===== src/rtl/ypd_pkg.sv =====
package ypd_pkg;

  // Payload sizes in bytes
  localparam int unsigned SHORT_PAYLOAD = 128;
  localparam int unsigned LONG_PAYLOAD  = 1024;

  // Default depth of the queue between front and back
  localparam int unsigned QUEUE_DEPTH = 2;

  // Field widths
  localparam int unsigned BYTE_W   = 8;
  localparam int unsigned LEN_W    = 11;
  localparam int unsigned STATUS_W = 3;
  localparam int unsigned CRC_W    = 16;

  // Framing byte codes
  localparam logic [BYTE_W-1:0] CODE_SOH = 8'h01;
  localparam logic [BYTE_W-1:0] CODE_STX = 8'h02;
  localparam logic [BYTE_W-1:0] CODE_EOT = 8'h04;
  localparam logic [BYTE_W-1:0] CODE_CAN = 8'h18;

  // Result status codes
  localparam logic [STATUS_W-1:0] ST_BUSY    = 3'd0;
  localparam logic [STATUS_W-1:0] ST_GOOD    = 3'd1;
  localparam logic [STATUS_W-1:0] ST_CORRUPT = 3'd2;
  localparam logic [STATUS_W-1:0] ST_TIMEOUT = 3'd3;
  localparam logic [STATUS_W-1:0] ST_EOT     = 3'd4;
  localparam logic [STATUS_W-1:0] ST_ABORT   = 3'd5;

  // CRC-16/XMODEM
  localparam logic [CRC_W-1:0]  CRC_POLY = 16'h1021;
  localparam logic [BYTE_W-1:0] SEQ_MASK = 8'hff;

  localparam logic [LEN_W-1:0] SHORT_LEN = LEN_W'(SHORT_PAYLOAD);
  localparam logic [LEN_W-1:0] LONG_LEN  = LEN_W'(LONG_PAYLOAD);

  // Receiver phase
  typedef enum logic [2:0] {
    PH_IDLE,
    PH_CANWAIT,
    PH_SEQ,
    PH_SEQC,
    PH_DATA,
    PH_CRCHI,
    PH_CRCLO
  } phase_t;

  // Classified word handed from front to back
  typedef struct packed {
    logic [BYTE_W-1:0] data;     // echo byte, zero on timeout
    logic              stop;     // timeout or cancel
    logic              is_start; // SOH or STX
    logic              is_long;  // STX
    logic              is_eot;
    logic              is_can;
  } item_t;

  // Result word
  typedef struct packed {
    logic [BYTE_W-1:0]   out_byte;
    logic                payload_valid;
    logic                packet_done;
    logic [STATUS_W-1:0] status;
    logic [LEN_W-1:0]    pay_len;
    logic [BYTE_W-1:0]   block_number;
  } result_t;

  // Byte-wide CRC-16/XMODEM update, MSB first
  function automatic logic [CRC_W-1:0] crc16_byte(input logic [CRC_W-1:0] crc,
                                                   input logic [BYTE_W-1:0] b);
    logic [CRC_W-1:0] c;
    c = crc ^ {b, 8'h00};
    for (int k = 0; k < BYTE_W; k++) begin
      c = c[CRC_W-1] ? ((c << 1) ^ CRC_POLY) : (c << 1);
    end
    return c;
  endfunction

endpackage


===== src/rtl/ypd_in_if.sv =====
interface ypd_in_if;
  logic       valid;
  logic       ready;
  logic [7:0] rx_byte;
  logic       timed_out;
  logic       cancel;

  modport source (output valid, output rx_byte, output timed_out, output cancel,
                  input ready);
  modport sink (input valid, input rx_byte, input timed_out, input cancel,
                output ready);
endinterface


===== src/rtl/ypd_out_if.sv =====
interface ypd_out_if;
  logic        valid;
  logic        ready;
  logic [7:0]  out_byte;
  logic        payload_valid;
  logic        packet_done;
  logic [2:0]  status;
  logic [10:0] pay_len;
  logic [7:0]  block_number;

  modport source (output valid, output out_byte, output payload_valid,
                  output packet_done, output status, output pay_len,
                  output block_number, input ready);
  modport sink (input valid, input out_byte, input payload_valid,
                input packet_done, input status, input pay_len,
                input block_number, output ready);
endinterface


===== src/rtl/ypd_front.sv =====
module ypd_front (
  ypd_in_if.sink          in_ch,
  input  logic            q_full,
  output logic            push,
  output ypd_pkg::item_t  push_item
);

  // Accept whenever the queue has room
  assign in_ch.ready = !q_full;
  assign push        = in_ch.valid && !q_full;

  // Classify the word independent of receiver phase
  always_comb begin
    push_item.data     = in_ch.timed_out ? '0 : in_ch.rx_byte;
    push_item.stop     = in_ch.timed_out || in_ch.cancel;
    push_item.is_start = (in_ch.rx_byte == ypd_pkg::CODE_SOH) ||
                         (in_ch.rx_byte == ypd_pkg::CODE_STX);
    push_item.is_long  = (in_ch.rx_byte == ypd_pkg::CODE_STX);
    push_item.is_eot   = (in_ch.rx_byte == ypd_pkg::CODE_EOT);
    push_item.is_can   = (in_ch.rx_byte == ypd_pkg::CODE_CAN);
  end

endmodule


===== src/rtl/ypd_queue.sv =====
module ypd_queue #(
  parameter int unsigned DEPTH = ypd_pkg::QUEUE_DEPTH
) (
  input  logic            clk,
  input  logic            rst_n,
  input  logic            push,
  input  ypd_pkg::item_t  push_item,
  output logic            full,
  input  logic            pop,
  output ypd_pkg::item_t  pop_item,
  output logic            empty
);

  localparam int unsigned PW = (DEPTH > 1) ? $clog2(DEPTH) : 1;
  localparam int unsigned CW = $clog2(DEPTH + 1);

  ypd_pkg::item_t mem_r [DEPTH];
  logic [PW-1:0]  wr_ptr_r, wr_ptr_nxt;
  logic [PW-1:0]  rd_ptr_r, rd_ptr_nxt;
  logic [CW-1:0]  cnt_r, cnt_nxt;

  assign full     = (cnt_r == CW'(DEPTH));
  assign empty    = (cnt_r == '0);
  assign pop_item = mem_r[rd_ptr_r];

  // Advance pointers with wrap at the depth
  always_comb begin
    wr_ptr_nxt = wr_ptr_r;
    rd_ptr_nxt = rd_ptr_r;
    cnt_nxt    = cnt_r;
    if (push) begin
      wr_ptr_nxt = (wr_ptr_r == PW'(DEPTH - 1)) ? '0 : wr_ptr_r + 1'b1;
    end
    if (pop) begin
      rd_ptr_nxt = (rd_ptr_r == PW'(DEPTH - 1)) ? '0 : rd_ptr_r + 1'b1;
    end
    if (push && !pop) begin
      cnt_nxt = cnt_r + 1'b1;
    end else if (pop && !push) begin
      cnt_nxt = cnt_r - 1'b1;
    end
  end

  always_ff @(posedge clk) begin
    if (!rst_n) begin
      wr_ptr_r <= '0;
      rd_ptr_r <= '0;
      cnt_r    <= '0;
    end else begin
      wr_ptr_r <= wr_ptr_nxt;
      rd_ptr_r <= rd_ptr_nxt;
      cnt_r    <= cnt_nxt;
    end
  end

  // Hold payload; no reset needed
  always_ff @(posedge clk) begin
    if (push) begin
      mem_r[wr_ptr_r] <= push_item;
    end
  end

endmodule


===== src/rtl/ypd_back.sv =====
module ypd_back (
  input  logic            clk,
  input  logic            rst_n,
  input  logic            q_empty,
  input  ypd_pkg::item_t  q_item,
  output logic            pop,
  ypd_out_if.source       out_ch
);

  ypd_pkg::phase_t                  phase_r, phase_nxt;
  logic [ypd_pkg::LEN_W-1:0]        byte_count_r, byte_count_nxt;
  logic                             long_r, long_nxt;
  logic [ypd_pkg::BYTE_W-1:0]       seq_r, seq_nxt;
  logic [ypd_pkg::BYTE_W-1:0]       seqc_r, seqc_nxt;
  logic [ypd_pkg::CRC_W-1:0]        crc_r, crc_nxt;
  logic [ypd_pkg::CRC_W-1:0]        crc_upd;
  logic [ypd_pkg::LEN_W-1:0]        size;
  logic [ypd_pkg::LEN_W-1:0]        count_inc;
  ypd_pkg::result_t                 res_r, res_nxt;
  logic                             out_valid_r;

  // Take the next word when the output register is free or being drained
  assign pop = !q_empty && (!out_valid_r || out_ch.ready);

  assign size      = long_r ? ypd_pkg::LONG_LEN : ypd_pkg::SHORT_LEN;
  assign count_inc = byte_count_r + 1'b1;
  assign crc_upd   = ypd_pkg::crc16_byte(crc_r, q_item.data);

  // Next phase and result
  always_comb begin
    phase_nxt      = phase_r;
    byte_count_nxt = byte_count_r;
    long_nxt       = long_r;
    seq_nxt        = seq_r;
    seqc_nxt       = seqc_r;
    crc_nxt        = crc_r;

    res_nxt               = '0;
    res_nxt.out_byte      = q_item.data;
    res_nxt.status        = ypd_pkg::ST_BUSY;

    case (phase_r)
      ypd_pkg::PH_CANWAIT: begin
        res_nxt.packet_done = 1'b1;
        res_nxt.status      = ypd_pkg::ST_ABORT;
        phase_nxt           = ypd_pkg::PH_IDLE;
      end
      ypd_pkg::PH_IDLE: begin
        if (q_item.stop) begin
          res_nxt.packet_done = 1'b1;
          res_nxt.status      = ypd_pkg::ST_TIMEOUT;
        end else if (q_item.is_start) begin
          long_nxt  = q_item.is_long;
          phase_nxt = ypd_pkg::PH_SEQ;
        end else if (q_item.is_eot) begin
          res_nxt.packet_done = 1'b1;
          res_nxt.status      = ypd_pkg::ST_EOT;
        end else if (q_item.is_can) begin
          phase_nxt = ypd_pkg::PH_CANWAIT;
        end else begin
          res_nxt.packet_done = 1'b1;
          res_nxt.status      = ypd_pkg::ST_ABORT;
        end
      end
      ypd_pkg::PH_SEQ: begin
        if (q_item.stop) begin
          res_nxt.packet_done = 1'b1;
          res_nxt.status      = ypd_pkg::ST_TIMEOUT;
          phase_nxt           = ypd_pkg::PH_IDLE;
        end else begin
          seq_nxt              = q_item.data;
          res_nxt.block_number = q_item.data;
          phase_nxt            = ypd_pkg::PH_SEQC;
        end
      end
      ypd_pkg::PH_SEQC, ypd_pkg::PH_DATA, ypd_pkg::PH_CRCHI, ypd_pkg::PH_CRCLO: begin
        res_nxt.block_number = seq_r;
        if (q_item.stop) begin
          res_nxt.packet_done = 1'b1;
          res_nxt.status      = ypd_pkg::ST_TIMEOUT;
          phase_nxt           = ypd_pkg::PH_IDLE;
        end else if (phase_r == ypd_pkg::PH_SEQC) begin
          seqc_nxt       = q_item.data;
          crc_nxt        = '0;
          byte_count_nxt = '0;
          phase_nxt      = ypd_pkg::PH_DATA;
        end else if (phase_r == ypd_pkg::PH_DATA) begin
          crc_nxt               = crc_upd;
          res_nxt.payload_valid = 1'b1;
          byte_count_nxt        = count_inc;
          if (count_inc >= size) begin
            phase_nxt = ypd_pkg::PH_CRCHI;
          end
        end else if (phase_r == ypd_pkg::PH_CRCHI) begin
          crc_nxt   = crc_upd;
          phase_nxt = ypd_pkg::PH_CRCLO;
        end else begin
          // Trailer low byte closes the packet
          crc_nxt             = crc_upd;
          res_nxt.packet_done = 1'b1;
          phase_nxt           = ypd_pkg::PH_IDLE;
          if ((seq_r == (seqc_r ^ ypd_pkg::SEQ_MASK)) && (crc_upd == '0)) begin
            res_nxt.status  = ypd_pkg::ST_GOOD;
            res_nxt.pay_len = size;
          end else begin
            res_nxt.status = ypd_pkg::ST_CORRUPT;
          end
        end
      end
      default: begin
        phase_nxt = ypd_pkg::PH_IDLE;
      end
    endcase
  end

  // Receiver state
  always_ff @(posedge clk) begin
    if (!rst_n) begin
      phase_r      <= ypd_pkg::PH_IDLE;
      byte_count_r <= '0;
      long_r       <= 1'b0;
      seq_r        <= '0;
      seqc_r       <= '0;
      crc_r        <= '0;
      out_valid_r  <= 1'b0;
    end else begin
      if (pop) begin
        phase_r      <= phase_nxt;
        byte_count_r <= byte_count_nxt;
        long_r       <= long_nxt;
        seq_r        <= seq_nxt;
        seqc_r       <= seqc_nxt;
        crc_r        <= crc_nxt;
        out_valid_r  <= 1'b1;
      end else if (out_ch.ready) begin
        out_valid_r  <= 1'b0;
      end
    end
  end

  // Output word register
  always_ff @(posedge clk) begin
    if (pop) begin
      res_r <= res_nxt;
    end
  end

  assign out_ch.valid         = out_valid_r;
  assign out_ch.out_byte      = res_r.out_byte;
  assign out_ch.payload_valid = res_r.payload_valid;
  assign out_ch.packet_done   = res_r.packet_done;
  assign out_ch.status        = res_r.status;
  assign out_ch.pay_len       = res_r.pay_len;
  assign out_ch.block_number  = res_r.block_number;

endmodule


===== src/rtl/ymodem_packet_deframer_core.sv =====
// YMODEM packet deframer.
// in_ch carries one received serial word per handshake: rx_byte with its
// timed_out and cancel flags. out_ch returns exactly one result word for
// every input word: the echoed byte, a payload marker, and on the word that
// ends a packet or event the final status, good-packet length and block
// number. SOH opens a 128-byte packet, STX a 1024-byte one; CRC-16/XMODEM
// over payload and trailer and the block number complement are checked.
// Throughput is one word per cycle while out_ch.ready is held high: the
// CRC is updated a full byte per cycle in the back end, which sets the
// rate. A result word is registered: each accepted word is written into
// the front queue and then loaded into the output register when the back
// end pops it. Reset (rst_n low, synchronous) empties the queue, drops
// any pending result and returns the receiver to idle awaiting a start
// byte. When the receiver stalls out_ch, the result is held, the queue
// keeps accepting until it is full, and then in_ch.ready drops.
module ymodem_packet_deframer_core #(
  parameter int unsigned QDEPTH = ypd_pkg::QUEUE_DEPTH
) (
  input  logic       clk,
  input  logic       rst_n,
  ypd_in_if.sink     in_ch,
  ypd_out_if.source  out_ch
);

  logic            q_full;
  logic            q_empty;
  logic            push;
  logic            pop;
  ypd_pkg::item_t  push_item;
  ypd_pkg::item_t  pop_item;

  // Accept and classify incoming words
  ypd_front u_front (
    .in_ch     (in_ch),
    .q_full    (q_full),
    .push      (push),
    .push_item (push_item)
  );

  // Decouple front and back
  ypd_queue #(
    .DEPTH (QDEPTH)
  ) u_queue (
    .clk       (clk),
    .rst_n     (rst_n),
    .push      (push),
    .push_item (push_item),
    .full      (q_full),
    .pop       (pop),
    .pop_item  (pop_item),
    .empty     (q_empty)
  );

  // Run framing, sequence and CRC checks
  ypd_back u_back (
    .clk     (clk),
    .rst_n   (rst_n),
    .q_empty (q_empty),
    .q_item  (pop_item),
    .pop     (pop),
    .out_ch  (out_ch)
  );

`ifndef SYNTH
  // A finished event always carries a final status, busy words never do
  a_done_status: assert property (@(posedge clk) disable iff (!rst_n)
    out_ch.valid |-> (out_ch.packet_done == (out_ch.status != ypd_pkg::ST_BUSY)))
    else $error("packet_done and status disagree");

  // Only a good packet reports a length, and it is one of the two sizes
  a_good_length: assert property (@(posedge clk) disable iff (!rst_n)
    out_ch.valid |-> ((out_ch.status == ypd_pkg::ST_GOOD) ?
      ((out_ch.pay_len == ypd_pkg::SHORT_LEN) ||
       (out_ch.pay_len == ypd_pkg::LONG_LEN)) :
      (out_ch.pay_len == '0)))
    else $error("bad pay_len for status");

  // A payload byte never closes a packet
  a_payload_busy: assert property (@(posedge clk) disable iff (!rst_n)
    (out_ch.valid && out_ch.payload_valid) |-> !out_ch.packet_done)
    else $error("payload byte marked as packet end");

  // The queue never overflows: no accept while the queue is full and the back end is stalled
  a_no_overflow: assert property (@(posedge clk) disable iff (!rst_n)
    (q_full && !pop) |=> !$rose(q_empty) && q_full)
    else $error("queue state lost while full");
`endif

endmodule


===== src/flat_wrapper.sv =====
// flat-port wrapper written by rule: the top's interface ports become plain ports
module ymodem_packet_deframer_core_flat 
#(
  parameter int unsigned QDEPTH = ypd_pkg::QUEUE_DEPTH
)
  (clk, rst_n, in_ch_valid, in_ch_rx_byte, in_ch_timed_out, in_ch_cancel, in_ch_ready, out_ch_valid, out_ch_out_byte, out_ch_payload_valid, out_ch_packet_done, out_ch_status, out_ch_pay_len, out_ch_block_number, out_ch_ready);
  ypd_in_if in_ch_i ();
  ypd_out_if out_ch_i ();
  input  logic clk;
  input  logic rst_n;
  input wire logic [$bits(in_ch_i.valid)-1:0] in_ch_valid;
  input wire logic [$bits(in_ch_i.rx_byte)-1:0] in_ch_rx_byte;
  input wire logic [$bits(in_ch_i.timed_out)-1:0] in_ch_timed_out;
  input wire logic [$bits(in_ch_i.cancel)-1:0] in_ch_cancel;
  output wire logic [$bits(in_ch_i.ready)-1:0] in_ch_ready;
  output wire logic [$bits(out_ch_i.valid)-1:0] out_ch_valid;
  output wire logic [$bits(out_ch_i.out_byte)-1:0] out_ch_out_byte;
  output wire logic [$bits(out_ch_i.payload_valid)-1:0] out_ch_payload_valid;
  output wire logic [$bits(out_ch_i.packet_done)-1:0] out_ch_packet_done;
  output wire logic [$bits(out_ch_i.status)-1:0] out_ch_status;
  output wire logic [$bits(out_ch_i.pay_len)-1:0] out_ch_pay_len;
  output wire logic [$bits(out_ch_i.block_number)-1:0] out_ch_block_number;
  input wire logic [$bits(out_ch_i.ready)-1:0] out_ch_ready;
  assign in_ch_i.valid = in_ch_valid;
  assign in_ch_i.rx_byte = in_ch_rx_byte;
  assign in_ch_i.timed_out = in_ch_timed_out;
  assign in_ch_i.cancel = in_ch_cancel;
  assign in_ch_ready = in_ch_i.ready;
  assign out_ch_valid = out_ch_i.valid;
  assign out_ch_out_byte = out_ch_i.out_byte;
  assign out_ch_payload_valid = out_ch_i.payload_valid;
  assign out_ch_packet_done = out_ch_i.packet_done;
  assign out_ch_status = out_ch_i.status;
  assign out_ch_pay_len = out_ch_i.pay_len;
  assign out_ch_block_number = out_ch_i.block_number;
  assign out_ch_i.ready = out_ch_ready;
  ymodem_packet_deframer_core #(.QDEPTH(QDEPTH)) u_core (.clk(clk), .rst_n(rst_n), .in_ch(in_ch_i), .out_ch(out_ch_i));
endmodule

===== config.mk =====
export PLATFORM = sky130hd
export DESIGN_NAME = ymodem_packet_deframer_core_flat
export DESIGN_NICKNAME = d
export VERILOG_FILES = /design/src/rtl/ypd_pkg.sv /design/src/rtl/ypd_in_if.sv /design/src/rtl/ypd_out_if.sv /design/src/rtl/ypd_front.sv /design/src/rtl/ypd_queue.sv /design/src/rtl/ypd_back.sv /design/src/rtl/ymodem_packet_deframer_core.sv /design/src/flat_wrapper.sv
export SDC_FILE = /design/constraint.sdc
export NUM_CORES = 1
export LEC_CHECK = 0
export BUFFER_PORTS_ARGS = -buffer_cell sky130_fd_sc_hd__buf_2
export CORE_MARGIN = 5
export CORE_UTILIZATION = 59
export CTS_BUF_LIST = sky130_fd_sc_hd__clkbuf_16
export DETAILED_ROUTE_END_ITERATION = 8
export PLACE_DENSITY = 0.8
export SYNTH_ARGS = -nofsm -noshare
export SYNTH_HDL_FRONTEND = slang
export SYNTH_HIERARCHICAL = 1
export SYNTH_SLANG_ARGS = --single-unit
export TNS_END_PERCENT = 5

===== constraint.sdc =====
create_clock -name clk -period 3.6 [get_ports clk]
set_input_delay 0.72 -clock clk [delete_from_list [all_inputs] [get_ports clk]]
set_output_delay 0.72 -clock clk [all_outputs]
set_load 0.05 [all_outputs]

==> results.toml <==
[run_status]
status = "completed"

[routing]
detail-route-antenna-nets = 0
wl_per_cell_um = 16.44
routed_wl_um = 9993
dr_total_vias = 3535
drt-pass1-iter-count = 5
dr.first_iter.drc_count = 218
post-route-drc-count = 0
vias_per_cell = 5.814

[setup_path]
r2r_slack_ns = 0.74
crit_required_ns = 3.69
r2r-end = "u_core/u_back/out_ch.status[1]$_DFFE_PP_"
critical_path_class = "reg -> reg"
critPathArrivalTime_ns = 2.95
crit_path_end_kind = "flop"
worst_setup_path_start_kind = "flop"
cp_max_fo = 8
reg2regPathDepth = 7

[global_routing]
antenna_found_initial = 0
grt_usage = 0.2004
grt_pass1_vias = 3222
grt_overflow = 0
grt_max_degree = 33
grt_pass1_wl_um = 15800

[logic_synthesis]
syn-cell-area_um2 = 4826
async_reset_ff_frac = 0
synth_edf_count = 49
syn_area_per_cell_um2 = 10.40
synth_seq_cells = 102
ys.flop_type = "dfxtp_1"
yosysUniqueCellTypes = 57
syn_inst = 464
yosysSeqAreaShare = 0.5248
synth_top_area_cell = "edfxtp_1"
synth_warnings = 6
synth_top_cells_by_area = "edfxtp_1 30%, dfxtp_1 22%, xnor2_1 4.2%"
synth_top_area_frac = 0.3049

[min_path]
hp-start = "u_core/u_back/seqc_r[6]$_SDFFE_PN0P_"
hold_class = "reg -> reg"
hold_depth = 2
hold_end = "u_core/u_back/seqc_r[6]$_SDFFE_PN0P_"

[die]
fp-row-count = 33
die_w_um = 100.4
start_util = 0.5963
io_pins = 48
dieHeight_um = 100.4
die_area_um2 = 10090
core_um2 = 8093

[pwr]
p_sw_frac = 0.3898
power_density_nw_per_um2 = 725.0
intPower_mw = 2.360
vdd_ir_drop_max_mv = 0.4853
clkPwrFrac = 0.233
combPwrFrac = 0.357
power.switching_mw = 1.507
power_frac_seq = 0.410
p_leak_nw = 1.942

[timing]
rsz0062_at_grt = "no"
relSlewSlack = 0.2888
hold_viol = 0
fin_skew_ns = 0.005503
worst_pin_slew_ns = 1.066
drv_slew = 0
fmax_mhz = 350.2
fin_crit_sh = 0.7933
fin_tns_setup_ns = 0
timing.final.crit_period_ns = 2.856
whs_ns = 0.4693
setup_viol = 0

[clocking]
hold_buffers = 0
clkLatencyLatePin_ns = 0.34
postCtsSetupRepairBufs = 0
cts-root-buf = "clkbuf_16"
cts.sinks = 102
cts_resized = 0
clk_pin_slew_ns = 0.06
cts_buffer_depth = 2
cts_made_buffers = 9
htreeDepth = 3
cts_tree = "built"

[finish]
nets = 516
antenna_cells = 0
nFillCells = 637
layout-drive-gt1-share = 0.1690
area_growth_pct = 10.55

[placed_design]
place_hpwl_um = 6906
gp_congestion = 0.8748
portBuffers = 38

[run]
maxCapViolations = 0
synthesized netlist by cell type (9+ instances only):
master and number:
o21ai_0 10, a22o_1 11, mux2_2 13, dfxtp_1 53, xor2_1 15, nand3_1 20
and2_1 9, xnor2_1 23, nand2_1 48, nor2b_1 15, clkbuf_1 14, nor2_1 29
nor3_1 13, edfxtp_1 49, a21oi_1 34, buf_4 11
placed cells by master, fill, tap and decap left out, drive strengths merged, types with 15 or more instances in the layout:
cell type  synthesis  final
dfxtp             53     53
edfxtp            49     49
nand2             48     48
buf               16     45
a21oi             34     34
nor2              29     29
xnor2             25     25
nand3             20     20
xor2              17     17
nor2b             15     15
o21ai             15     15
power by group through the flow:
stage | Clock, mW | Sequential [mW] | Combinational, mW
floorplan | 0 | 2.01 | 0.674
global placement | 0 | 1.61 | 1.35
detailed placement | 0 | 1.61 | 1.38
CTS | 0.912 | 1.59 | 1.39
global route | 0.973 | 1.61 | 1.47
finish | 0.901 | 1.58 | 1.38
area by class of cell:
type | count | area, µm² | area share
Multi-Input combinational cell | 330 | 2110 | 0.3954
Clock inverter | 6 | 31.28 | 0.005863
Inverter | 10 | 37.54 | 0.007036
Tap cell | 105 | 131.4 | 0.02462
Sequential cell | 102 | 2532 | 0.4747
Timing Repair Buffer | 45 | 242.7 | 0.04550
Clock buffer | 10 | 250.2 | 0.04690
how the worst max path moves through the flow:
stage,from,depth (start not counted),slack (ns),end
6_report,flop,7,0.74,u_core/u_back/out_ch.status[1]$_DFFE_PP_
4_1_cts,flop,7,0.76,u_core/u_back/out_ch.status[1]$_DFFE_PP_
5_1_grt,flop,8,0.66,u_core/u_back/phase_r[0]$_SDFFE_PN0P_
3_3_place_gp,flop,7,0.83,u_core/u_back/out_ch.status[1]$_DFFE_PP_
3_5_place_dp,flop,7,0.78,u_core/u_back/out_ch.status[1]$_DFFE_PP_
2_1_floorplan,out_ch_ready,6,0.64,u_core/u_queue/cnt_r[1]$_SDFFE_PN0P_
per-layer routing:
metal	up-vias	global-route usage	share of wire
met5	-	0	0
met4	0	0.06943	0.017
met3	12	0.03822	0.055
met2	120	0.3308	0.49
met1	1692	0.2649	0.44
li1	1711	-	-
per-stage QoR:
| stage | instance area, µm² | power [mW] | setup slack, ns | util | cells |
|---|---|---|---|---|---|
| 2_1_floorplan | 4856 | 2.686 | 0.6376 | - | 472 |
| 3_3_place_gp | 5054 | 2.958 | 0.8297 | 0.6245 | 592 |
| 3_5_place_dp | 5054 | 2.989 | 0.7828 | 0.6245 | 592 |
| 4_1_cts | 5335 | 3.887 | 0.7616 | 0.6592 | 608 |
| 5_1_grt | 5335 | 4.050 | 0.6574 | 0.6592 | 608 |
| 6_report | 5335 | 3.868 | 0.7443 | 0.6592 | 608 |
logic make-up (layout without fill, tap and decap cells):
| family | after synthesis | after routing | synth area share |
|---|---|---|---|
| AOI/OAI and AO/OA | 88 | 88 | 0.1167 |
| other | 1 | 9 | 0.0007771 |
| muxes | 15 | 15 | 0.03448 |
| adders and majority gates | 4 | 4 | 0.01037 |
| xor gates and xnor gates | 42 | 42 | 0.08245 |
| buffers and inverters | 40 | 71 | 0.04485 |
| DFF | 102 | 102 | 0.5248 |
| and+or+nand+nor | 172 | 172 | 0.1856 |
worst max-delay path, cell delays in order (launching register included):
cell and delay [ns]:
dfxtp_1 0.51, mux2_2 0.45, xor2_2 0.20, or4_1 0.53, nor4_1 0.28, nand4_1 0.23, a22o_1 0.24, a22o_1 0.18
registers in the layout, indices dropped and copies added (netlist names), named ones only:
signal and count:
u_core/u_back/byte_count_r 11, u_core/u_back/crc_r 16, u_core/u_back/long_r 1, u_core/u_back/out_ch.block_number 8, u_core/u_back/out_ch.out_byte 8, u_core/u_back/out_ch.packet_done 1, u_core/u_back/out_ch.pay_len 2, u_core/u_back/out_ch.payload_valid 1
u_core/u_back/out_ch.status 3, u_core/u_back/out_ch.valid 1, u_core/u_back/phase_r 3, u_core/u_back/seq_r 8, u_core/u_back/seqc_r 8, u_core/u_queue/cnt_r 2, u_core/u_queue/mem_r 26, u_core/u_queue/rd_ptr_r 1
u_core/u_queue/wr_ptr_r 1
No activity file was read; power rests on OpenSTA's default activity.
